**config.mk**
```make
export PLATFORM = sky130hd
export DESIGN_NAME = weld_pulse_train_sequencer
export DESIGN_NICKNAME = d
export VERILOG_FILES = /design/src/rtl/core/wpts_pkg.sv /design/src/rtl/core/wpts_csr.sv /design/src/rtl/core/wpts_in_reg.sv /design/src/rtl/core/wpts_seq.sv /design/src/rtl/core/weld_pulse_train_sequencer.sv
export SDC_FILE = /design/constraint.sdc
export NUM_CORES = 1
export LEC_CHECK = 0
export BUFFER_PORTS_ARGS = -buffer_cell sky130_fd_sc_hd__buf_4
export CORE_MARGIN = 2
export CORE_UTILIZATION = 35
export CTS_CLUSTER_SIZE = 25
export DETAILED_ROUTE_END_ITERATION = 8
export HOLD_SLACK_MARGIN = 0.15
export PLACE_DENSITY = 0.56
export REMOVE_ABC_BUFFERS = 1
export SYNTH_ARGS = -nofsm -noshare
export SYNTH_HDL_FRONTEND = slang
export SYNTH_SLANG_ARGS = --single-unit
export TNS_END_PERCENT = 5
```
**constraint.sdc**
```tcl
create_clock -name clock -period 7.6 [get_ports clock]
set_clock_uncertainty 0.2 [all_clocks]
set_input_delay 1.52 -clock clock [delete_from_list [all_inputs] [get_ports clock]]
set_output_delay 1.52 -clock clock [all_outputs]
set_load 0.05 [all_outputs]
```
**src/rtl/core/wpts_pkg.sv**
```systemverilog
`default_nettype none
// ----------------------------------------------------------------------------
// wpts_pkg
// Types, limits and codes shared by the weld pulse train sequencer.
// ----------------------------------------------------------------------------
package wpts_pkg;

   localparam int unsigned PULSE_TIME_W  = 8;
   localparam int unsigned PULSE_COUNT_W = 5;
   localparam int unsigned REST_TIME_W   = 10;
   localparam int unsigned CSR_INDEX_W   = 2;
   localparam int unsigned CSR_DATA_W    = 10;

   localparam logic [PULSE_TIME_W-1:0]  MAX_PULSE_TICKS = 8'd200;
   localparam logic [PULSE_COUNT_W-1:0] MAX_PULSES      = 5'd20;
   localparam logic [REST_TIME_W-1:0]   MAX_REST_TICKS  = 10'd1000;

   localparam logic [PULSE_TIME_W-1:0]  PULSE_TIME_RESET  = 8'd50;
   localparam logic [PULSE_COUNT_W-1:0] PULSE_COUNT_RESET = 5'd1;
   localparam logic [REST_TIME_W-1:0]   REST_TIME_RESET   = 10'd200;

   localparam logic [CSR_INDEX_W-1:0] CSR_PULSE_TIME  = 2'd0;
   localparam logic [CSR_INDEX_W-1:0] CSR_PULSE_COUNT = 2'd1;
   localparam logic [CSR_INDEX_W-1:0] CSR_REST_TIME   = 2'd2;

   localparam logic [1:0] PHASE_IDLE  = 2'd0;
   localparam logic [1:0] PHASE_WAIT  = 2'd1;
   localparam logic [1:0] PHASE_PULSE = 2'd2;
   localparam logic [1:0] PHASE_REST  = 2'd3;

   typedef enum logic [3:0] {
      SEQ_IDLE  = 4'b0001,
      SEQ_WAIT  = 4'b0010,
      SEQ_PULSE = 4'b0100,
      SEQ_REST  = 4'b1000
   } seq_state_type;

   typedef struct packed {
      logic tick;
      logic zero_cross;
      logic fire_request;
   } wpts_req_type;

   typedef struct packed {
      logic                     triac_drive;
      logic                     sense_enable;
      logic [1:0]               phase;
      logic [PULSE_COUNT_W-1:0] pulses_left;
      logic                     train_done;
   } wpts_rsp_type;

   typedef struct packed {
      logic [PULSE_TIME_W-1:0]  pulse_time;
      logic [PULSE_COUNT_W-1:0] pulse_count;
      logic [REST_TIME_W-1:0]   rest_time;
   } wpts_cfg_type;

   // handshake between the input register and the sequencer stage
   typedef struct packed {
      logic         valid;
      wpts_req_type item;
   } wpts_stage_type;

endpackage
`default_nettype wire

```
**src/rtl/core/wpts_csr.sv**
```systemverilog
`default_nettype none
// ----------------------------------------------------------------------------
// wpts_csr
// Configuration registers: pulse time, pulse count and rest time.
// ----------------------------------------------------------------------------
module wpts_csr (
   input  wire logic                              clock,
   input  wire logic                              reset,
   input  wire logic                              csr_write_en,
   input  wire logic [wpts_pkg::CSR_INDEX_W-1:0]  csr_index,
   input  wire logic [wpts_pkg::CSR_DATA_W-1:0]   csr_wdata,
   output wpts_pkg::wpts_cfg_type                 cfg
);
   import wpts_pkg::*;

   wpts_cfg_type cfg_ff;
   wpts_cfg_type cfg_in;

   always_comb begin
      cfg_in = cfg_ff;
      if (csr_write_en) begin
         case (csr_index)
            CSR_PULSE_TIME:  cfg_in.pulse_time  = csr_wdata[PULSE_TIME_W-1:0];
            CSR_PULSE_COUNT: cfg_in.pulse_count = csr_wdata[PULSE_COUNT_W-1:0];
            CSR_REST_TIME:   cfg_in.rest_time   = csr_wdata[REST_TIME_W-1:0];
            default:         cfg_in = cfg_ff;
         endcase
      end
   end

   always_ff @(posedge clock) begin
      if (reset) begin
         cfg_ff.pulse_time  <= PULSE_TIME_RESET;
         cfg_ff.pulse_count <= PULSE_COUNT_RESET;
         cfg_ff.rest_time   <= REST_TIME_RESET;
      end else begin
         cfg_ff <= cfg_in;
      end
   end

   assign cfg = cfg_ff;

endmodule
`default_nettype wire

```
**src/rtl/core/wpts_in_reg.sv**
```systemverilog
`default_nettype none
// ----------------------------------------------------------------------------
// wpts_in_reg
// Input register. Holds one item until the sequencer stage takes it.
// ----------------------------------------------------------------------------
module wpts_in_reg (
   input  wire logic                   clock,
   input  wire logic                   reset,
   input  wire logic                   req_valid,
   output logic                        req_stall,
   input  wpts_pkg::wpts_req_type      req_data,
   input  wire logic                   take,
   output wpts_pkg::wpts_stage_type    stage
);
   import wpts_pkg::*;

   logic         valid_ff;
   logic         valid_in;
   wpts_req_type item_ff;
   logic         accept;

   assign req_stall = valid_ff && !take;
   assign accept    = req_valid && !req_stall;

   always_comb begin
      valid_in = valid_ff;
      if (accept) begin
         valid_in = 1'b1;
      end else if (take) begin
         valid_in = 1'b0;
      end
   end

   always_ff @(posedge clock) begin
      if (reset) begin
         valid_ff <= 1'b0;
      end else begin
         valid_ff <= valid_in;
      end
   end

   always_ff @(posedge clock) begin
      if (accept) begin
         item_ff <= req_data;
      end
   end

   assign stage.valid = valid_ff;
   assign stage.item  = item_ff;

endmodule
`default_nettype wire

```
**src/rtl/core/wpts_seq.sv**
```systemverilog
`default_nettype none
// ----------------------------------------------------------------------------
// wpts_seq
// Pulse train state machine and result register. Timers count down on a tick
// before the phase is evaluated; one result per item.
// ----------------------------------------------------------------------------
module wpts_seq (
   input  wire logic                   clock,
   input  wire logic                   reset,
   input  wpts_pkg::wpts_stage_type    stage,
   input  wpts_pkg::wpts_cfg_type      cfg,
   output logic                        take,
   output logic                        rsp_valid,
   input  wire logic                   rsp_stall,
   output wpts_pkg::wpts_rsp_type      rsp_data
);
   import wpts_pkg::*;

   seq_state_type            state_ff,  state_in;
   logic [PULSE_COUNT_W-1:0] left_ff,   left_in;
   logic [PULSE_TIME_W-1:0]  ptimer_ff, ptimer_in, ptimer_dec;
   logic [REST_TIME_W-1:0]   rtimer_ff, rtimer_in, rtimer_dec;
   logic [PULSE_COUNT_W-1:0] left_dec;
   logic [PULSE_TIME_W-1:0]  pulse_load;
   logic [REST_TIME_W-1:0]   rest_load;
   logic                     done;
   logic                     advance;
   logic                     out_valid_ff, out_valid_in;
   wpts_rsp_type             out_ff, out_in;
   logic [1:0]               phase_code;

   assign take    = !out_valid_ff || !rsp_stall;
   assign advance = stage.valid && take;

   always_comb begin
      if (cfg.pulse_time == '0) begin
         pulse_load = PULSE_TIME_W'(1);
      end else if (cfg.pulse_time > MAX_PULSE_TICKS) begin
         pulse_load = MAX_PULSE_TICKS;
      end else begin
         pulse_load = cfg.pulse_time;
      end
      rest_load = (cfg.rest_time > MAX_REST_TICKS) ? MAX_REST_TICKS : cfg.rest_time;
   end

   always_comb begin
      ptimer_dec = ptimer_ff;
      rtimer_dec = rtimer_ff;
      if (stage.item.tick) begin
         if (ptimer_ff != '0) ptimer_dec = ptimer_ff - PULSE_TIME_W'(1);
         if (rtimer_ff != '0) rtimer_dec = rtimer_ff - REST_TIME_W'(1);
      end
      left_dec = (left_ff != '0) ? left_ff - PULSE_COUNT_W'(1) : left_ff;

      state_in  = state_ff;
      left_in   = left_ff;
      ptimer_in = ptimer_dec;
      rtimer_in = rtimer_dec;
      done      = 1'b0;

      case (state_ff)
         SEQ_IDLE: begin
            if (stage.item.fire_request && cfg.pulse_count != '0) begin
               left_in  = (cfg.pulse_count > MAX_PULSES) ? MAX_PULSES : cfg.pulse_count;
               state_in = SEQ_WAIT;
            end
         end
         SEQ_WAIT: begin
            if (stage.item.zero_cross) begin
               ptimer_in = pulse_load;
               state_in  = SEQ_PULSE;
            end
         end
         SEQ_PULSE: begin
            if (ptimer_dec == '0) begin
               left_in = left_dec;
               if (left_dec != '0) begin
                  rtimer_in = rest_load;
                  state_in  = (rest_load == '0) ? SEQ_WAIT : SEQ_REST;
               end else begin
                  state_in = SEQ_IDLE;
                  done     = 1'b1;
               end
            end
         end
         SEQ_REST: begin
            if (rtimer_dec == '0) state_in = SEQ_WAIT;
         end
         default: begin
            state_in = SEQ_IDLE;
         end
      endcase
   end

   always_comb begin
      case (state_in)
         SEQ_IDLE:  phase_code = PHASE_IDLE;
         SEQ_WAIT:  phase_code = PHASE_WAIT;
         SEQ_PULSE: phase_code = PHASE_PULSE;
         SEQ_REST:  phase_code = PHASE_REST;
         default:   phase_code = PHASE_IDLE;
      endcase
      out_in.triac_drive  = (state_in == SEQ_PULSE);
      out_in.sense_enable = (state_in != SEQ_PULSE);
      out_in.phase        = phase_code;
      out_in.pulses_left  = left_in;
      out_in.train_done   = done;
   end

   always_comb begin
      out_valid_in = out_valid_ff;
      if (advance) begin
         out_valid_in = 1'b1;
      end else if (!rsp_stall) begin
         out_valid_in = 1'b0;
      end
   end

   always_ff @(posedge clock) begin
      if (reset) begin
         state_ff     <= SEQ_IDLE;
         left_ff      <= '0;
         ptimer_ff    <= '0;
         rtimer_ff    <= '0;
         out_valid_ff <= 1'b0;
      end else begin
         out_valid_ff <= out_valid_in;
         if (advance) begin
            state_ff  <= state_in;
            left_ff   <= left_in;
            ptimer_ff <= ptimer_in;
            rtimer_ff <= rtimer_in;
         end
      end
   end

   always_ff @(posedge clock) begin
      if (advance) begin
         out_ff <= out_in;
      end
   end

   assign rsp_valid = out_valid_ff;
   assign rsp_data  = out_ff;

endmodule
`default_nettype wire

```
**src/rtl/core/weld_pulse_train_sequencer.sv**
```systemverilog
`default_nettype none
// ----------------------------------------------------------------------------
// weld_pulse_train_sequencer
// Zero-crossing triac pulse train sequencer for a resistance welder.
// ----------------------------------------------------------------------------
// Takes one item per clock unless stalled and returns one result per item: the
// item lands in an input register, the state machine and timer update sit
// between that register and the result register. A stall on the result side
// holds the result register and backs up into the input register, so up to
// two items are held in flight. Registers are sampled when a train, a pulse or
// a rest starts; write them only while no item is in flight.
module weld_pulse_train_sequencer (
   input  wire logic                              clock,
   input  wire logic                              reset,
   input  wire logic                              req_valid,
   output logic                                   req_stall,
   input  wpts_pkg::wpts_req_type                 req_data,
   output logic                                   rsp_valid,
   input  wire logic                              rsp_stall,
   output wpts_pkg::wpts_rsp_type                 rsp_data,
   input  wire logic                              csr_write_en,
   input  wire logic [wpts_pkg::CSR_INDEX_W-1:0]  csr_index,
   input  wire logic [wpts_pkg::CSR_DATA_W-1:0]   csr_wdata
);
   import wpts_pkg::*;

   wpts_cfg_type   cfg;
   wpts_stage_type stage;
   logic           take;

   wpts_csr u_csr (
      .clock        (clock),
      .reset        (reset),
      .csr_write_en (csr_write_en),
      .csr_index    (csr_index),
      .csr_wdata    (csr_wdata),
      .cfg          (cfg)
   );

   wpts_in_reg u_in_reg (
      .clock     (clock),
      .reset     (reset),
      .req_valid (req_valid),
      .req_stall (req_stall),
      .req_data  (req_data),
      .take      (take),
      .stage     (stage)
   );

   wpts_seq u_seq (
      .clock     (clock),
      .reset     (reset),
      .stage     (stage),
      .cfg       (cfg),
      .take      (take),
      .rsp_valid (rsp_valid),
      .rsp_stall (rsp_stall),
      .rsp_data  (rsp_data)
   );

endmodule
`default_nettype wire

```
* After elaboration in Yosys (flattened, before gate mapping)
Index checks and enable logic that the tools add are counted.
** Storage, ports and cells
- Register bits after elaboration :: 65
- Bits of input ports :: 20
- Output and inout bits :: 12
- Word-level logic and storage cells :: 88
** Cells by class
- $add $sub $neg :: 3
- $lt $le $gt $ge :: 3
- Eq/ne operators :: 11
- Multiplexer cells :: 30
- Reduce and logical (&&, ||, !) cells :: 24
** Operator list (number)
- 10-bit two-way mux :: 6
- 8-bit two-way mux :: 6
- 4-bit two-way mux :: 6
- 10-bit logical NOT :: 2
- 5-bit two-way mux :: 4
- 8-bit logical NOT :: 2
- 4-bit one-hot mux with 4 select lines :: 1
- 5-bit nonzero test :: 3
- 10-bit greater-than comparator, second input constant :: 1
- 5-bit one-hot mux with 2 select lines :: 1
- 10-bit nonzero test :: 1
- 10-bit by 1-bit subtractor with 10-bit output, second input constant :: 1
- 4-bit by 2-bit equality test with 1-bit output, second input constant :: 2
- 4-bit by 3-bit equality test with 1-bit output, second input constant :: 2
- 4-bit equality test, second input constant :: 2
- 8-bit greater-than comparator, second input constant :: 1
- 2-bit AND reduction :: 4
- 8-bit nonzero test :: 1
- 8-bit by 1-bit subtractor with 8-bit output, second input constant :: 1
- 2-bit one-hot mux with 3 select lines :: 1
- 5-bit greater-than comparator, second input constant :: 1
- 1-bit two-way mux :: 5
- 5-bit by 1-bit subtractor with 5-bit output, second input constant :: 1
- 4-bit by 1-bit equality test with 1-bit output, second input constant :: 1
- other kinds (9) :: 15

* Longest topological paths before layout
Gate-level depths: netlist (run 1).
- Word-level depth :: 9
- Mapped depth :: 12
- Mapped depth without buffers :: 10

* Cells and area by module
Synthesis (run 1) repeated with hierarchy kept, for this count alone.
** Second synthesis, totals
- Cell total of the unflattened synthesis :: 482
- Area total of the unflattened synthesis :: 4141.5 um^2
** By module, submodules not included
- wpts_seq :: times used 1, cells an instance 377, area each 2992.9 um^2
- wpts_csr :: times used 1, cells an instance 97, area each 1001.0 um^2
- wpts_in_reg :: times used 1, cells an instance 8, area each 147.6 um^2

* Least setup slack after synthesis (run 1)
Ideal clock, no wire load.
- Path kind :: input port to output port
- Start :: input port rsp_stall
- End :: output port req_stall
- Data arrival time :: 2001 ps
- Setup slack :: 3879 ps
- Stages :: 1
- Cell sequence :: and3_1
** Between the ends
- Cells in the longest elaborated chain, start to end :: 4
** RTL lines
- from (decl) :: RTL line weld_pulse_train_sequencer.sv:19 : input wire logic rsp_stall,
- 1-bit logical NOT :: RTL line wpts_seq.sv:32 : assign take = !out_valid_ff || !rsp_stall;
- 1-bit logical OR :: RTL line wpts_seq.sv:32
- 1-bit logical NOT :: RTL line wpts_in_reg.sv:22 : assign req_stall = valid_ff && !take;
- 1-bit logical AND :: RTL line wpts_in_reg.sv:22
- to (decl) :: RTL line weld_pulse_train_sequencer.sv:16 : output logic req_stall,
Every way passes these cells.

* Worst setup path after layout (run 1)
Ends and elaborated chain as after synthesis.

==> flow_metrics.env, run 1 <==
export IMPL_r2r_cells=9
export IMPL_async_flop_share_pct=0
export IMPL_synth_edf_count=13
export IMPL_diodes=0
export IMPL_ctsResizeCount=0
export IMPL_wire_per_inst_um=16.1
export IMPL_wl_met2_um=4530
export IMPL_numClockSinks=65
export IMPL_max_stage_delay_ns=0.20
export IMPL_crit_path_frequent_cell="buf_4"
export IMPL_slew_viol_final=0
export IMPL_num_rows=37
export IMPL_m1WireLength_um=4750
export IMPL_die_w_um=108
export IMPL_min_path_type="reg2reg"
export IMPL_holdPathEnd="u_csr.cfg[2]"
export IMPL_start_kind="primary input"
export IMPL_drt_iter0_markers=283
export IMPL_initial_utilization_pct=36.3
export IMPL_hold_start="u_csr.cfg[2]"
export IMPL_endpoint_kind="output port"
export IMPL_drive_above_1_share_pct=13.4
export IMPL_hold_viol_final=0
export IMPL_dr_wl_met3_um=593
export IMPL_cp_max_fo=3
export IMPL_clkTransAtPathRegs_ns=0.07
export IMPL_grt_pass1_wl_um=16800
export IMPL_io_buffers=31
export IMPL_path_buf_inv=2
export IMPL_tritoncts="built"
export IMPL_regToRegStartpoint="u_seq.rtimer_ff[0]"
export IMPL_p_leak_uw=0.00159
export IMPL_cp_arrival_ns=2.03
export IMPL_cp_top_family="buffers and inverters"
export IMPL_crit_chain="buf_4 -> and3_1 -> buf_4"
export IMPL_avgSynthCellArea_um2=8.19
export IMPL_rsz0062_at_grt="no"
export IMPL_io_pins=32
export IMPL_via_per_inst=5.64
export IMPL_die_y_um=108
export IMPL_drv_cap=0
export IMPL_synth_ff_type="dfxtp_1"
export IMPL_clockBufferDepth=2
export IMPL_outcome="finished clean"
export IMPL_netlist_area_mm2=0.00377
export IMPL_core_mm2=0.0104
export IMPL_crit_required_ns=5.88
export IMPL_cts_root_buf="clkbuf_8"
export IMPL_cts_buffers=9
export IMPL_slew_headroom_pct=42.4
export IMPL_r2r_end="u_seq.rsp_data[7]"
export IMPL_drc=0
export IMPL_hold_buffers=0
export IMPL_period_minus_slack_ns=3.75
export IMPL_routed_via_count=3507
export IMPL_ys_types=73
export IMPL_synthToLayoutAreaGrowth_pct=13.8
export IMPL_r2r_slack_ns=4.05
export IMPL_layout_common_cells="nand2_1, dfxtp_1, nor2_1, buf_4, a21oi_1"
export IMPL_layout_commonest_cell="nand2_1"
export IMPL_cp_num_cells=3
export IMPL_cts_setup_buffers=0
export IMPL_timing_fmax_mhz=267
export IMPL_dr_max_layer_used="met4"
export IMPL_nets=505
export IMPL_setup_viol=0
export IMPL_cpMaxStageDelayCell="and3_1"
export IMPL_drt_wl_total_um=10000
export IMPL_antenna_found_initial=0
export IMPL_place_congestion=0.853
export IMPL_tns_ns=0
export IMPL_grt_overflow_total=0
export IMPL_critPathKind="in2out"
export IMPL_total_power_uw=925
export IMPL_tightest_slew_ns=0.863
export IMPL_hold_depth=2
export IMPL_antenna_left=0
export IMPL_insertion_delay_ns=0.35
export IMPL_synth_warnings=0
export IMPL_cts_max_level=3
export IMPL_fin_crit_sh_pct=49.3
export IMPL_grt_pass1_vias=3313
export IMPL_hpwl_um=7110
export IMPL_power_per_cell_area_mw_per_mm2=216
export IMPL_grt_max_degree=43
export IMPL_yosysSeqAreaShare_pct=38.0
export IMPL_ys_seq_elements=65
export IMPL_dr_pass1_iters=5
export IMPL_ir_drop_mv=0.0856
export IMPL_gr_usage_all_layers_pct=18.4
export IMPL_dieArea_mm2=0.0116
export IMPL_synthCells=460
[worst max path at each step]
stage / start / to / slack [ns]
floorplan: rsp_stall / u_seq.state_ff[0] / 3.86
global placement: rsp_stall / u_seq.rtimer_ff[2] / 3.83
detailed placement: rsp_stall / u_seq.rtimer_ff[2] / 3.79
CTS: rsp_stall / req_stall / 3.85
global route: u_seq.rtimer_ff[0] / u_seq.rsp_data[7] / 3.62
finish: rsp_stall / req_stall / 3.85
[cells by family (layout without fill, tap and decap cells)]
logic type / Yosys count / after routing / share of synthesized area, %
adders and majority gates: 4 / 4 / 1.33
muxes: 21 / 21 / 5.78
xor gates and xnor gates: 5 / 5 / 1.16
DFF: 65 / 65 / 38.0
and+or+nand+nor: 210 / 210 / 29.6
buffers and inverters: 39 / 65 / 4.32
AOI/OAI and AO/OA: 116 / 116 / 19.8
[sequential cells by signal, indices dropped and copies added, names as in the netlist]
name	flops
u_seq.rsp_valid	1
u_seq.ptimer_ff	8
u_in_reg.valid_ff	1
u_in_reg.stage	3
u_seq.left_ff	5
u_seq.rtimer_ff	10
u_seq.state_ff	4
u_seq.rsp_data	10
u_csr.cfg	23
[worst register-to-register path, stage by stage (launching register included)]
cell and delay [ns]:
dfxtp_1 0.38, inv_1 0.15, ha_1 0.32, nor3b_1 0.44, a31oi_1 0.34, or3_1 0.39
a2111oi_0 0.57, nand4_1 0.17, o211a_1 0.20, nor2b_1 0.13
[cell type report]
type | instances | area [µm²]
Clock buffer | 13 | 181
Clock inverter | 3 | 18.8
Fill cell | 1085 | 6080
Inverter | 15 | 56.3
Multi-Input combinational cell | 356 | 2170
Sequential cell | 65 | 1430
Tap cell | 136 | 170
Timing Repair Buffer | 34 | 255
[power breakdown]
| part | switching, µW | internal (µW) | total [µW] |
|---|---|---|---|
| Sequential | 27.8 | 372 | 400 |
| Combinational | 137 | 89.7 | 227 |
| Clock | 140 | 158 | 298 |
| Total | 305 | 620 | 925 |
[routing by layer]
layer	vias up	GRT usage, %
met3	17	4.54
met2	97	29.0
met4	0	5.68
met5	-	0
li1	1732	-
met1	1661	24.6
[Yosys cell counts (3+ instances only)]
master	count	area (µm²)
a22oi_1	3	22.5
o21ai_1	4	20.0
o211ai_1	4	30.0
edfxtp_1	13	390
or3_1	7	43.8
o31ai_1	5	37.5
nand2b_1	6	37.5
o221ai_1	3	26.3
clkbuf_1	17	63.8
dfxtp_1	52	1040
nor4b_1	4	35.0
nor3_1	15	75.1
nor3b_1	4	30.0
nand2_1	61	229
nor2_1	38	143
xnor2_1	3	26.3
mux2i_1	18	180
a21oi_1	31	155
o21bai_1	3	22.5
buf_1	4	15.0
nand4b_1	3	26.3
a311oi_1	3	26.3
nor2b_1	8	50.1
nor4_1	6	37.5
o21ai_0	26	130
a211oi_1	3	22.5
and3_1	7	43.8
a21o_1	3	22.5
nand3b_1	6	45.0
inv_1	14	52.6
a31oi_1	7	43.8
or2_2	6	37.5
nand3_1	19	95.1
nand4_1	4	25.0
ha_1	4	50.1
[per-stage QoR]
step / instances / hold slack [ns] / setup slack [ns] / area, µm² / util (%)
global placement: 606 / 0.271 / 3.83 / 4090 / 39.4
CTS: 622 / 0.282 / 3.85 / 4290 / 41.3
finish: 622 / 0.278 / 3.85 / 4290 / 41.3
floorplan: 436 / 0.240 / 3.86 / 3660 / -
global route: 622 / 0.316 / 3.62 / 4290 / 41.3
detailed placement: 606 / 0.270 / 3.79 / 4090 / 39.4
Power figures use the tool's default switching activity.
==> run 2, diff against run 1 <==
PLACE_DENSITY = 0.58   (was 0.56)
clock period = 3.2 ns   (was 7.6 ns; I/O delays follow)
==> flow_metrics.env, run 2 (synthesis gave the netlist of run 1 again) <==
export IMPL_final_cells=635
export IMPL_cts_max_level=3
export IMPL_hpwl_um=7250
export IMPL_antenna_found_initial=0
export IMPL_outcome="finished clean"
export IMPL_initial_utilization_pct=36.3
export IMPL_cp_arrival_ns=2.85
export IMPL_setup_viol=0
export IMPL_r2r_cells=9
export IMPL_multi_input_area_mm2=0.00218
export IMPL_startpoint="u_seq.rtimer_ff[0]"
export IMPL_slew_viol_final=0
export IMPL_drt_iter0_markers=255
export IMPL_core_mm2=0.0104
export IMPL_cp_max_fo=8
export IMPL_grt_pass1_vias=3366
export IMPL_fill_cells=1096
export IMPL_cpMaxStageDelayCell="a2111oi_1"
export IMPL_timing_fmax_mhz=337
export IMPL_period_minus_slack_ns=2.96
export IMPL_diodes=0
export IMPL_die_y_um=108
export IMPL_dieArea_mm2=0.0116
export IMPL_power_per_cell_area_mw_per_mm2=519
export IMPL_dr_pass1_iters=5
export IMPL_cp_endpoint="u_seq.rsp_data[7]"
export IMPL_clkTransAtPathRegs_ns=0.08
export IMPL_place_congestion=0.867
export IMPL_cts_buffers=9
export IMPL_min_path_type="in2reg"
export IMPL_endpoint_kind="flop"
export IMPL_io_buffers=31
export IMPL_p_leak_uw=0.00167
export IMPL_via_per_inst=5.56
export IMPL_wire_per_inst_um=15.8
export IMPL_start_kind="flop"
export IMPL_regToRegStartpoint="u_seq.rtimer_ff[0]"
export IMPL_hold_viol_final=0
export IMPL_tritoncts="built"
export IMPL_layout_commonest_cell="nand2_1"
export IMPL_insertion_delay_ns=0.34
export IMPL_path_buf_inv=1
export IMPL_dp_cells=617
export IMPL_fin_crit_sh_pct=92.7
export IMPL_crit_required_ns=3.08
export IMPL_cts_root_buf="clkbuf_8"
export IMPL_rsz0062_at_grt="no"
export IMPL_num_rows=37
export IMPL_numClockSinks=65
export IMPL_hold_buffers=0
export IMPL_crit_chain="inv_1 -> ha_1 -> nor3b_2 -> a31oi_1 -> or3_1 -> a2111oi_1 -> nand4_1 -> o211a_1 -> nor2b_1"
export IMPL_layout_common_cells="nand2_1, dfxtp_1, buf_4, nor2_1, a21oi_1"
export IMPL_synthToLayoutAreaGrowth_pct=17.0
export IMPL_grt_pass1_wl_um=17000
export IMPL_largest_reg_flops=23
export IMPL_grt_max_degree=38
export IMPL_die_w_um=108
export IMPL_r2r_slack_ns=0.24
export IMPL_gr_usage_all_layers_pct=18.5
export IMPL_grt_overflow_total=0
export IMPL_drt_wl_total_um=10100
export IMPL_io_pins=32
export IMPL_routed_via_count=3529
export IMPL_drv_cap=0
export IMPL_nets=518
export IMPL_slew_headroom_pct=49.0
export IMPL_critPathKind="reg2reg"
export IMPL_clockBufferDepth=2
export IMPL_r2r_end="u_seq.rsp_data[7]"
export IMPL_ir_drop_mv=0.170
export IMPL_cp_num_cells=9
export IMPL_cp_top_family="simple AND/OR/NAND/NOR gates"
export IMPL_tns_ns=0
export IMPL_max_stage_delay_ns=0.50
export IMPL_seqCellArea_mm2=0.00143
export IMPL_drive_above_1_share_pct=16.2
export IMPL_tightest_slew_ns=0.754
export IMPL_antenna_left=0
export IMPL_drc=0
run 2: routing by layer:
metal / share of wire (%) / vias up / track usage [%]
li1: - / 1762 / -
met1: 49 / 1673 / 25.7
met2: 44 / 79 / 28.8
met3: 4.8 / 15 / 3.21
met4: 1.8 / 0 / 6.59
met5: 0 / - / 0
run 2: worst min-delay path by stage:
stage,start,end,slack [ns],cells past startpoint
finish,req_data[1],u_in_reg.stage[1],0.29,1
global route,req_data[1],u_in_reg.stage[1],0.27,1
CTS,req_data[1],u_in_reg.stage[1],0.28,1
detailed placement,u_csr.cfg[0],u_csr.cfg[0],0.27,2
global placement,u_csr.cfg[0],u_csr.cfg[0],0.26,2
floorplan,u_csr.cfg[0],u_csr.cfg[0],0.24,2
run 2: cell type report:
class | count | share of cell area, %
clock inverters | 4 | 1.11
repair buffers | 47 | 8.00
clock buffers | 12 | 3.78
well taps | 136 | 3.86
inverters | 15 | 1.28
multi-input cells | 356 | 49.5
flip-flops and latches | 65 | 32.5
run 2: repair_timing:
| action | in CTS | in global routing |
|---|---|---|
| setup endpoints to repair | 0 | 15 |
| buffers inserted | 0 | 2 |
| gates resized for setup | 0 | 3 |
run 2: worst register-to-register path, delay by kind of cell, from the launching register on:
family	cells	cell delay, ns
buffers and inverters	1	0.13
DFF	1	0.37
adders and majority gates	1	0.30
and+or+nand+nor	4	0.89
AOI/OAI and AO/OA	3	0.82
run 2: where the power goes:
| part | leakage, µW | switching, µW | total, µW | internal (µW) |
|---|---|---|---|---|
| Clock | 0.000111 | 336 | 764 | 428 |
| Combinational | 0.00101 | 334 | 577 | 243 |
| Sequential | 0.000547 | 61.4 | 945 | 883 |
| Total | 0.00167 | 732 | 2290 | 1550 |
run 2: per-stage QoR:
stage | power, µW | hold slack, ns | util, % | setup slack [ns] | cell area [µm²]
floorplan | 1340 | 0.240 | - | 0.293 | 3660
global placement | 1510 | 0.265 | 40.2 | 0.220 | 4170
detailed placement | 1520 | 0.273 | 40.2 | 0.157 | 4170
CTS | 2280 | 0.279 | 42.3 | 0.115 | 4390
global route | 2410 | 0.271 | 42.5 | 0.0735 | 4410
finish | 2290 | 0.286 | 42.5 | 0.235 | 4410
